### config.mk
export PLATFORM = sky130hd
export DESIGN_NAME = rtt_running_statistics
export DESIGN_NICKNAME = d
export VERILOG_FILES = /design/src/design/rtt_pkg.sv /design/src/design/rtt_step_unit.sv /design/src/design/rtt_accum.sv /design/src/design/rtt_running_statistics.sv
export VERILOG_INCLUDE_DIRS = /design/src /design/src/design
export SDC_FILE = /design/constraint.sdc
export NUM_CORES = 2
export LEC_CHECK = 0
export BUFFER_PORTS_ARGS = -buffer_cell sky130_fd_sc_hd__clkbuf_2
export CAP_MARGIN = 20
export CORE_MARGIN = 3
export CORE_UTILIZATION = 65
export CTS_CLUSTER_SIZE = 25
export DETAILED_ROUTE_END_ITERATION = 10
export GPL_TIMING_DRIVEN = 0
export HOLD_SLACK_MARGIN = 0.03
export PLACE_DENSITY_LB_ADDON = 0.2
export REMOVE_ABC_BUFFERS = 1
export SLEW_MARGIN = 0
export SYNTH_ARGS = -nofsm -noshare
export SYNTH_HDL_FRONTEND = slang
export SYNTH_HIERARCHICAL = 1
export SYNTH_SLANG_ARGS = --single-unit
### constraint.sdc
create_clock -name clk_i -period 11.02 [get_ports clk_i]
set_clock_uncertainty 0.05 [all_clocks]
set_input_delay 0 -clock clk_i [delete_from_list [all_inputs] [get_ports clk_i]]
set_output_delay 0 -clock clk_i [all_outputs]
set_load 0.02 [all_outputs]
### src/design/assert_macros.svh
// Assertion helpers shared by the RTL.
`ifndef ASSERT_MACROS_SVH
`define ASSERT_MACROS_SVH

// Same-cycle implication, checked outside reset.
`define ASSERT_IMPLY(lbl, ante, cons) \
  lbl: assert property (@(posedge clk_i) disable iff (!rst_ni) (ante) |-> (cons)) \
    else $error("implication check failed");

// Next-cycle implication, checked outside reset.
`define ASSERT_NEXT(lbl, ante, cons) \
  lbl: assert property (@(posedge clk_i) disable iff (!rst_ni) (ante) |=> (cons)) \
    else $error("next-cycle check failed");

`endif

### src/design/rtt_pkg.sv
package rtt_pkg;

  localparam int unsigned CntW  = 17;
  localparam int unsigned RttW  = 24;
  localparam int unsigned SumW  = 41;
  localparam int unsigned SqW   = 64;
  localparam int unsigned StepW = 7;

  // Only the low RttBits bits of a round-trip time are used
  localparam int unsigned RttBits = 24;

  localparam logic [CntW-1:0] MaxPings  = 17'd65536;
  localparam logic [CntW-1:0] LossScale = 17'd100000;
  localparam logic [RttW-1:0] RttAllOnes = 24'hFF_FFFF;

  // Iteration counts of the shared unit, one quotient bit or root bit per step
  localparam logic [StepW-1:0] LossSteps = 7'd33;
  localparam logic [StepW-1:0] AvgSteps  = 7'd41;
  localparam logic [StepW-1:0] MsqSteps  = 7'd64;
  localparam logic [StepW-1:0] SqrtSteps = 7'd24;

  // Command codes
  localparam logic CmdReply   = 1'b0;
  localparam logic CmdTimeout = 1'b1;

  typedef struct packed {
    logic            command;
    logic [RttW-1:0] rtt_us;
  } rtt_in_t;

  typedef struct packed {
    logic [CntW-1:0] transmitted_count;
    logic [CntW-1:0] received_count;
    logic [CntW-1:0] loss_milli_percent;
    logic [RttW-1:0] min_rtt_us;
    logic [RttW-1:0] max_rtt_us;
    logic [RttW-1:0] avg_rtt_us;
    logic [RttW-1:0] mdev_rtt_us;
    logic            full_flag;
  } rtt_out_t;

  // Sequencer to accumulator
  typedef struct packed {
    logic square_en;
    logic commit;
    logic reply;
  } acc_cmd_t;

  // Running statistics held by the accumulator
  typedef struct packed {
    logic [CntW-1:0] sent;
    logic [CntW-1:0] reply;
    logic [RttW-1:0] smallest;
    logic [RttW-1:0] largest;
    logic [SumW-1:0] sum;
    logic [SqW-1:0]  sumsq;
  } rtt_stats_t;

  // Sequencer to shared divide / square-root unit
  typedef struct packed {
    logic             start;
    logic             sqrt_mode;
    logic [StepW-1:0] steps;
  } unit_cmd_t;

endpackage

### src/design/rtt_step_unit.sv
// Shared restoring divider / digit-by-digit square root, one step per cycle.
// Operand is loaded left-aligned; after N steps the quotient sits in the
// low N bits of the shift register, the root in root_o.
module rtt_step_unit (
  input  logic                            clk_i,
  input  logic                            rst_ni,
  input  rtt_pkg::unit_cmd_t              cmd_i,
  input  logic [rtt_pkg::SqW-1:0]         operand_i,
  input  logic [rtt_pkg::CntW-1:0]        divisor_i,
  output logic                            busy_o,
  output logic [rtt_pkg::SqW-1:0]         quotient_o,
  output logic [rtt_pkg::RttW-1:0]        root_o
);

  logic [rtt_pkg::SqW-1:0]   acc_q, acc_d;
  logic [24:0]               rem_q, rem_d;
  logic [rtt_pkg::RttW-1:0]  root_q, root_d;
  logic [rtt_pkg::CntW-1:0]  div_q, div_d;
  logic [rtt_pkg::StepW-1:0] cnt_q, cnt_d;
  logic                      busy_q, busy_d;
  logic                      sqrt_q, sqrt_d;

  logic [26:0] cand;
  logic [26:0] trial;
  logic [27:0] diff;
  logic        fits;

  // Shared subtract-and-compare
  always_comb begin
    if (sqrt_q) begin
      cand  = {rem_q, acc_q[63:62]};
      trial = {1'b0, root_q, 2'b01};
    end else begin
      cand  = {9'd0, rem_q[16:0], acc_q[63]};
      trial = {10'd0, div_q};
    end
    diff = {1'b0, cand} - {1'b0, trial};
    fits = !diff[27];
  end

  // Step control
  always_comb begin
    acc_d  = acc_q;
    rem_d  = rem_q;
    root_d = root_q;
    div_d  = div_q;
    cnt_d  = cnt_q;
    busy_d = busy_q;
    sqrt_d = sqrt_q;
    if (cmd_i.start) begin
      acc_d  = operand_i;
      rem_d  = '0;
      root_d = '0;
      div_d  = divisor_i;
      cnt_d  = cmd_i.steps;
      busy_d = 1'b1;
      sqrt_d = cmd_i.sqrt_mode;
    end else if (busy_q) begin
      rem_d = fits ? diff[24:0] : cand[24:0];
      if (sqrt_q) begin
        acc_d  = {acc_q[61:0], 2'b00};
        root_d = {root_q[22:0], fits};
      end else begin
        acc_d = {acc_q[62:0], fits};
      end
      cnt_d  = cnt_q - 7'd1;
      busy_d = (cnt_q != 7'd1);
    end
  end

  always_ff @(posedge clk_i or negedge rst_ni) begin
    if (!rst_ni) begin
      busy_q <= 1'b0;
      cnt_q  <= '0;
      sqrt_q <= 1'b0;
    end else begin
      busy_q <= busy_d;
      cnt_q  <= cnt_d;
      sqrt_q <= sqrt_d;
    end
  end

  always_ff @(posedge clk_i) begin
    acc_q  <= acc_d;
    rem_q  <= rem_d;
    root_q <= root_d;
    div_q  <= div_d;
  end

  assign busy_o     = busy_q;
  assign quotient_o = acc_q;
  assign root_o     = root_q;

endmodule

### src/design/rtt_accum.sv
// Probe counters, min/max and sums. The square is registered in the cycle before
// the commit so the 64-bit add sees a flopped operand.
module rtt_accum (
  input  logic                      clk_i,
  input  logic                      rst_ni,
  input  rtt_pkg::acc_cmd_t         cmd_i,
  input  logic [rtt_pkg::RttW-1:0]  rtt_i,
  output rtt_pkg::rtt_stats_t       stats_o
);

  logic [rtt_pkg::RttW-1:0] rtt;
  logic [47:0]              square_q;
  rtt_pkg::rtt_stats_t      stats_q, stats_d;

  assign rtt = {{(rtt_pkg::RttW - rtt_pkg::RttBits){1'b0}}, rtt_i[rtt_pkg::RttBits-1:0]};

  // Square of the round-trip time
  always_ff @(posedge clk_i) begin
    if (cmd_i.square_en) begin
      square_q <= 48'({24'd0, rtt} * {24'd0, rtt});
    end
  end

  // State update for one counted probe
  always_comb begin
    stats_d = stats_q;
    if (cmd_i.commit) begin
      stats_d.sent = stats_q.sent + 17'd1;
      if (cmd_i.reply) begin
        stats_d.reply = stats_q.reply + 17'd1;
        if (rtt < stats_q.smallest) stats_d.smallest = rtt;
        if (rtt > stats_q.largest)  stats_d.largest  = rtt;
        stats_d.sum   = stats_q.sum + {17'd0, rtt};
        stats_d.sumsq = stats_q.sumsq + {16'd0, square_q};
      end
    end
  end

  always_ff @(posedge clk_i or negedge rst_ni) begin
    if (!rst_ni) begin
      stats_q.sent     <= '0;
      stats_q.reply    <= '0;
      stats_q.smallest <= rtt_pkg::RttAllOnes;
      stats_q.largest  <= '0;
      stats_q.sum      <= '0;
      stats_q.sumsq    <= '0;
    end else begin
      stats_q <= stats_d;
    end
  end

  assign stats_o = stats_q;

endmodule

### src/design/rtt_running_statistics.sv
// Per request: the probe is counted unless full, then loss, average and mean square
// are divided out and the deviation square-rooted in turn on the shared unit;
// before the first reply only the loss division runs.
// A request is taken only in the idle state; a result left waiting in the output
// register holds the next one in the done state.
// Reset (rst_ni low, asynchronous): counters and sums cleared, min all ones, idle.
`include "assert_macros.svh"

module rtt_running_statistics (
  input  logic              clk_i,
  input  logic              rst_ni,
  input  logic              in_valid_i,
  output logic              in_stall_o,
  input  rtt_pkg::rtt_in_t  in_data_i,
  output logic              out_valid_o,
  input  logic              out_stall_i,
  output rtt_pkg::rtt_out_t out_data_o
);

  typedef enum logic [12:0] {
    StIdle    = 13'b0000000000001,
    StSquare  = 13'b0000000000010,
    StCommit  = 13'b0000000000100,
    StLossMul = 13'b0000000001000,
    StLossGo  = 13'b0000000010000,
    StLossRun = 13'b0000000100000,
    StAvgGo   = 13'b0000001000000,
    StAvgRun  = 13'b0000010000000,
    StMsqGo   = 13'b0000100000000,
    StMsqRun  = 13'b0001000000000,
    StSqrtGo  = 13'b0010000000000,
    StSqrtRun = 13'b0100000000000,
    StDone    = 13'b1000000000000
  } state_e;

  state_e state_q, state_d;

  rtt_pkg::rtt_in_t    req_q;
  logic                full_q;
  logic [32:0]         loss_prod_q;
  logic [16:0]         loss_q;
  logic [23:0]         avg_q;
  logic [47:0]         avg_sq_q;
  logic [47:0]         var_q;
  logic [23:0]         mdev_q;
  logic                out_valid_q;
  rtt_pkg::rtt_out_t   out_q;

  rtt_pkg::acc_cmd_t   acc_cmd;
  rtt_pkg::rtt_stats_t stats;
  rtt_pkg::unit_cmd_t  unit_cmd;
  logic [63:0]         unit_operand;
  logic [16:0]         unit_divisor;
  logic                unit_busy;
  logic [63:0]         unit_quot;
  logic [23:0]         unit_root;

  logic                in_acc;
  logic                out_free;
  logic [16:0]         lost;
  logic [47:0]         meansq;
  logic                in_run;

  assign in_acc   = in_valid_i && !in_stall_o;
  assign out_free = !out_valid_q || !out_stall_i;
  assign lost     = (stats.reply <= stats.sent) ? (stats.sent - stats.reply) : 17'd0;
  assign meansq   = unit_quot[47:0];
  assign in_run   = (state_q == StLossRun) || (state_q == StAvgRun) ||
                    (state_q == StMsqRun) || (state_q == StSqrtRun);

  rtt_accum u_accum (
    .clk_i   (clk_i),
    .rst_ni  (rst_ni),
    .cmd_i   (acc_cmd),
    .rtt_i   (req_q.rtt_us),
    .stats_o (stats)
  );

  rtt_step_unit u_unit (
    .clk_i      (clk_i),
    .rst_ni     (rst_ni),
    .cmd_i      (unit_cmd),
    .operand_i  (unit_operand),
    .divisor_i  (unit_divisor),
    .busy_o     (unit_busy),
    .quotient_o (unit_quot),
    .root_o     (unit_root)
  );

  // Sequencer
  always_comb begin
    state_d           = state_q;
    acc_cmd.square_en = 1'b0;
    acc_cmd.commit    = 1'b0;
    acc_cmd.reply     = (req_q.command == rtt_pkg::CmdReply);
    unit_cmd.start     = 1'b0;
    unit_cmd.sqrt_mode = 1'b0;
    unit_cmd.steps     = rtt_pkg::LossSteps;
    unit_operand       = {loss_prod_q, 31'd0};
    unit_divisor       = stats.sent;
    case (state_q)
      StIdle: begin
        if (in_acc) state_d = StSquare;
      end
      StSquare: begin
        acc_cmd.square_en = 1'b1;
        state_d = StCommit;
      end
      StCommit: begin
        acc_cmd.commit = !full_q;
        state_d = StLossMul;
      end
      StLossMul: begin
        state_d = StLossGo;
      end
      StLossGo: begin
        if (stats.sent == 17'd0) begin
          state_d = StAvgGo;
        end else begin
          unit_cmd.start = 1'b1;
          state_d = StLossRun;
        end
      end
      StLossRun: begin
        if (!unit_busy) state_d = StAvgGo;
      end
      StAvgGo: begin
        unit_cmd.steps = rtt_pkg::AvgSteps;
        unit_operand   = {stats.sum, 23'd0};
        unit_divisor   = stats.reply;
        if (stats.reply == 17'd0) begin
          state_d = StDone;
        end else begin
          unit_cmd.start = 1'b1;
          state_d = StAvgRun;
        end
      end
      StAvgRun: begin
        if (!unit_busy) state_d = StMsqGo;
      end
      StMsqGo: begin
        unit_cmd.start = 1'b1;
        unit_cmd.steps = rtt_pkg::MsqSteps;
        unit_operand   = stats.sumsq;
        unit_divisor   = stats.reply;
        state_d = StMsqRun;
      end
      StMsqRun: begin
        if (!unit_busy) state_d = StSqrtGo;
      end
      StSqrtGo: begin
        unit_cmd.start     = 1'b1;
        unit_cmd.sqrt_mode = 1'b1;
        unit_cmd.steps     = rtt_pkg::SqrtSteps;
        unit_operand       = {var_q, 16'd0};
        state_d = StSqrtRun;
      end
      StSqrtRun: begin
        if (!unit_busy) state_d = StDone;
      end
      StDone: begin
        if (out_free) state_d = StIdle;
      end
      default: state_d = StIdle;
    endcase
  end

  always_ff @(posedge clk_i or negedge rst_ni) begin
    if (!rst_ni) begin
      state_q     <= StIdle;
      out_valid_q <= 1'b0;
    end else begin
      state_q <= state_d;
      if (state_q == StDone && out_free) begin
        out_valid_q <= 1'b1;
      end else if (!out_stall_i) begin
        out_valid_q <= 1'b0;
      end
    end
  end

  // Datapath registers
  always_ff @(posedge clk_i) begin
    if (in_acc) req_q <= in_data_i;
    if (state_q == StSquare) full_q <= (stats.sent >= rtt_pkg::MaxPings);
    if (state_q == StLossMul) begin
      loss_prod_q <= 33'({17'd0, lost} * {17'd0, rtt_pkg::LossScale});
    end
    if (state_q == StLossGo && stats.sent == 17'd0) loss_q <= '0;
    if (state_q == StLossRun && !unit_busy) loss_q <= unit_quot[16:0];
    if (state_q == StAvgGo && stats.reply == 17'd0) begin
      avg_q  <= '0;
      mdev_q <= '0;
    end
    if (state_q == StAvgRun && !unit_busy) avg_q <= unit_quot[23:0];
    if (state_q == StMsqGo) avg_sq_q <= 48'({24'd0, avg_q} * {24'd0, avg_q});
    if (state_q == StMsqRun && !unit_busy) begin
      var_q <= (meansq >= avg_sq_q) ? (meansq - avg_sq_q) : 48'd0;
    end
    if (state_q == StSqrtRun && !unit_busy) mdev_q <= unit_root;
    // Result register
    if (state_q == StDone && out_free) begin
      out_q.transmitted_count  <= stats.sent;
      out_q.received_count     <= stats.reply;
      out_q.loss_milli_percent <= loss_q;
      out_q.min_rtt_us         <= (stats.reply != 17'd0) ? stats.smallest : 24'd0;
      out_q.max_rtt_us         <= (stats.reply != 17'd0) ? stats.largest : 24'd0;
      out_q.avg_rtt_us         <= avg_q;
      out_q.mdev_rtt_us        <= mdev_q;
      out_q.full_flag          <= full_q;
    end
  end

  assign in_stall_o  = (state_q != StIdle);
  assign out_valid_o = out_valid_q;
  assign out_data_o  = out_q;

  // Checks
  `ASSERT_IMPLY(a_reply_le_sent, 1'b1, stats.reply <= stats.sent)
  `ASSERT_IMPLY(a_sent_bounded, 1'b1, stats.sent <= rtt_pkg::MaxPings)
  `ASSERT_IMPLY(a_minmax_order, stats.reply != 17'd0, stats.smallest <= stats.largest)
  `ASSERT_IMPLY(a_unit_in_run, unit_busy, in_run)

endmodule
==> impl_metrics.py <==
metrics = {
    "run_status": {
        "status": "completed",
    },
    "detailed_routing": {
        "initialDrtViolationCount": 4719,
        "vias": 55190,
        "viasPerCell": 5.906,
        "ant_nets": 0,
        "drt_pass1_iterations": 9,
        "wl_mm": 193.5,
        "post-route-drc-count": 0,
        "wl_per_cell_um": 20.71,
    },
    "setup_path": {
        "reg2reg_to": "u_accum/square_q[45]",
        "worstPathRequired_ps": 11510,
        "critical_path.max_stage_delay_ps": 930,
        "worstSetupEndpointType": "flop",
        "crit_type": "reg -> reg",
        "crit_end": "u_accum/square_q[45]",
        "arrival_ps": 9470,
        "path_max_fanout": 14,
        "reg2regPathDepth": 23,
        "r2r_start": "req_q[1]",
        "path_cells": "clkinv_1 > nor2_1 > fa_1 > fa_1 > fa_1 > inv_1 > fa_1 > inv_1 > fa_1 > fa_1 > inv_1 > fa_1 > inv_1 > ha_1 > and3_1 > and3_1 > o21ai_0 > a21oi_1 > a211o_1 > o311a_4 > o32a_1 > or4b_1 > nand3_1",
        "cp-startpoint": "req_q[1]",
        "slowest_stage": "edfxtp_1",
        "start_kind": "flop",
        "crit_top_cell": "fa_1",
        "r2r_slack_ps": 2040,
    },
    "grt": {
        "grt_pass1_wl_mm": 309.9,
        "grt_util_all_layers_pct": 32.65,
        "grt_max_degree": 96,
        "overflow": 0,
        "antenna_found_initial": 5,
        "grt_pass1_vias": 57500,
    },
    "synth": {
        "synth_flop_cell": "edfxtp_1",
        "ys_seq_area_share_pct": 27.84,
        "synthCells": 7606,
        "async_flop_share_pct": 28.04,
        "ys.warnings.count": 6,
        "synth-seq-cells": 749,
        "netlist_area_um2": 75350,
        "syn_avg_cell_area_um2": 9.907,
        "ys_types": 107,
        "synth_edf_count": 490,
    },
    "clock_tree": {
        "path_clk_slew_ps": 60,
        "clk-insertion-delay-late_ps": 680,
        "post_cts_buffers": 0,
        "clockRootBuffer": "clkbuf_16",
        "cts_buffers": 82,
        "clkSinkCount": 749,
        "cts-htree-levels": 3,
        "cts_tree": "done",
        "cts_buffer_depth": 3,
    },
    "sta": {
        "timing.slew.headroom_pct": 21.15,
        "tightest_slew_ps": 1183,
        "period_share_pct": 81.46,
        "max_freq_mhz": 111.4,
        "rsz0062_at_grt": "no",
        "setup_viol": 0,
        "slew_viol_final": 0,
        "hold_viol": 0,
        "finalCriticalPeriod_ps": 8977,
    },
    "place": {
        "gp_congestion": 0.9330,
        "port_buffers": 178,
        "dp.cells": 9113,
        "dp_hpwl_mm": 147.1,
    },
    "die": {
        "ios": 179,
        "core_um2": 114700,
        "std_cell_rows": 124,
        "initial_core_util_pct": 65.72,
        "dieWidth_um": 346.5,
        "die_area_um2": 120100,
        "die_h_um": 346.5,
    },
    "cells_and_area": {
        "final_cell_mix": "1498 x inv_1, 908 x fa_1, 719 x nand2_1",
        "fillers": 8126,
        "nets": 9362,
        "fin_cells": 9344,
        "final_common_cell": "inv_1",
        "drive_gt1_share_pct": 7.217,
        "syn2layout_area_growth_pct": 9.720,
    },
    "hold_path": {
        "hold_class": "in -> reg",
    },
    "job": {
        "drv_cap": 0,
    },
}
[synth_stat cells, drive strengths merged, types with 95 or more instances]
master	number	share of area (%)
edfxtp	490	20
nand2	720	3.6
o21ai	305	2.0
xnor2	205	2.4
xor2	136	1.6
nor2	302	1.5
a21o	162	1.6
and2	341	2.8
dfrtp	185	6.1
clkbuf	225	1.1
mux2i	101	1.3
ha	666	11
nor2b	95	0.79
inv	1500	7.5
a21oi	341	2.3
fa	908	24
[cell type report]
class                      count  area [um2]  share of cell area (%)
clock buffer                 107        2258                   2.732
sequential                   749       20990                   25.38
inverter                    1502        5638                   6.819
timing repair buffer         330        3472                   4.199
multi-input combinational   5094       47870                   57.90
tap                         1512        1892                   2.288
clock inverter                47       554.3                  0.6704
antenna                        3       7.507                0.009080
[critical path, delay by kind of cell (launching register included)]
family	cells	cell delay, ps
buffers and inverters	5	1110
DFF	1	930
AOI/OAI and AO/OA	5	1320
adders and majority gates	8	3820
and+or+nand+nor	5	1590
[registers in the layout (all words and copies together) (netlist names), 24 cells and up]
| signal | flops |
|---|---|
| u_accum/stats_o | 187 |
| out_data_o | 148 |
| u_unit/quotient_o | 64 |
| var_q | 48 |
| avg_sq_q | 47 |
| u_accum/square_q | 47 |
| loss_prod_q | 28 |
| req_q | 25 |
| u_unit/rem_q | 25 |
| avg_q | 24 |
| mdev_q | 24 |
| u_unit/root_o | 24 |
[metrics by stage]
step	cell area [um2]	hold slack [ps]	utilization, %	setup TNS, ps	setup slack (ps)
after global routing	82670	132.6	72.10	0	1773
after detailed placement	78810	-58.89	68.74	0	2191
after global placement	77120	128.0	67.26	-2053570	-9237
after CTS	82190	72.24	71.69	0	2174
final	82680	117.8	72.11	0	2043
after floorplan	74340	-345.6	-	-369670	-2547
[metal layers]
layer  vias up  GRT usage (%)  share of wire (%)
li1      25040              -                  -
met1     27500          44.18                 40
met2      2143          53.10                 48
met3       500          4.364                7.2
met4         0          14.65                4.5
met5         -              0                  0
[logic make-up after synthesis]
group | count (synthesis) | synth area share [%]
other | 1 | 0.004976
AOI/OAI and AO/OA | 1160 | 9.923
xor gates and xnor gates | 341 | 3.963
muxes | 166 | 2.313
DFF | 749 | 27.84
buffers and inverters | 1764 | 8.835
and+or+nand+nor | 1851 | 11.94
adders and majority gates | 1574 | 35.18
[how the worst min path moves through the flow]
stage / slack (ps) / from / cells after the start / to
after detailed placement: -60 / rst_ni / 1 / u_accum/stats_o[166]
after floorplan: -350 / rst_ni / 0 / out_valid_o
final: 120 / out_stall_i / 4 / out_valid_o
after CTS: 70 / out_stall_i / 4 / out_valid_o
after global routing: 130 / out_stall_i / 4 / out_valid_o
after global placement: 130 / in_data_i[24] / 1 / req_q[24]
[what timing repair did]
action | in CTS | in global routing
resized for setup | 0 | 0
hold buffers | 55 | 0
endpoints found under the hold margin | 301 | 0
Power is not shown: default switching activity piles up to over one toggle a cycle in this logic, so the estimate is an artifact.
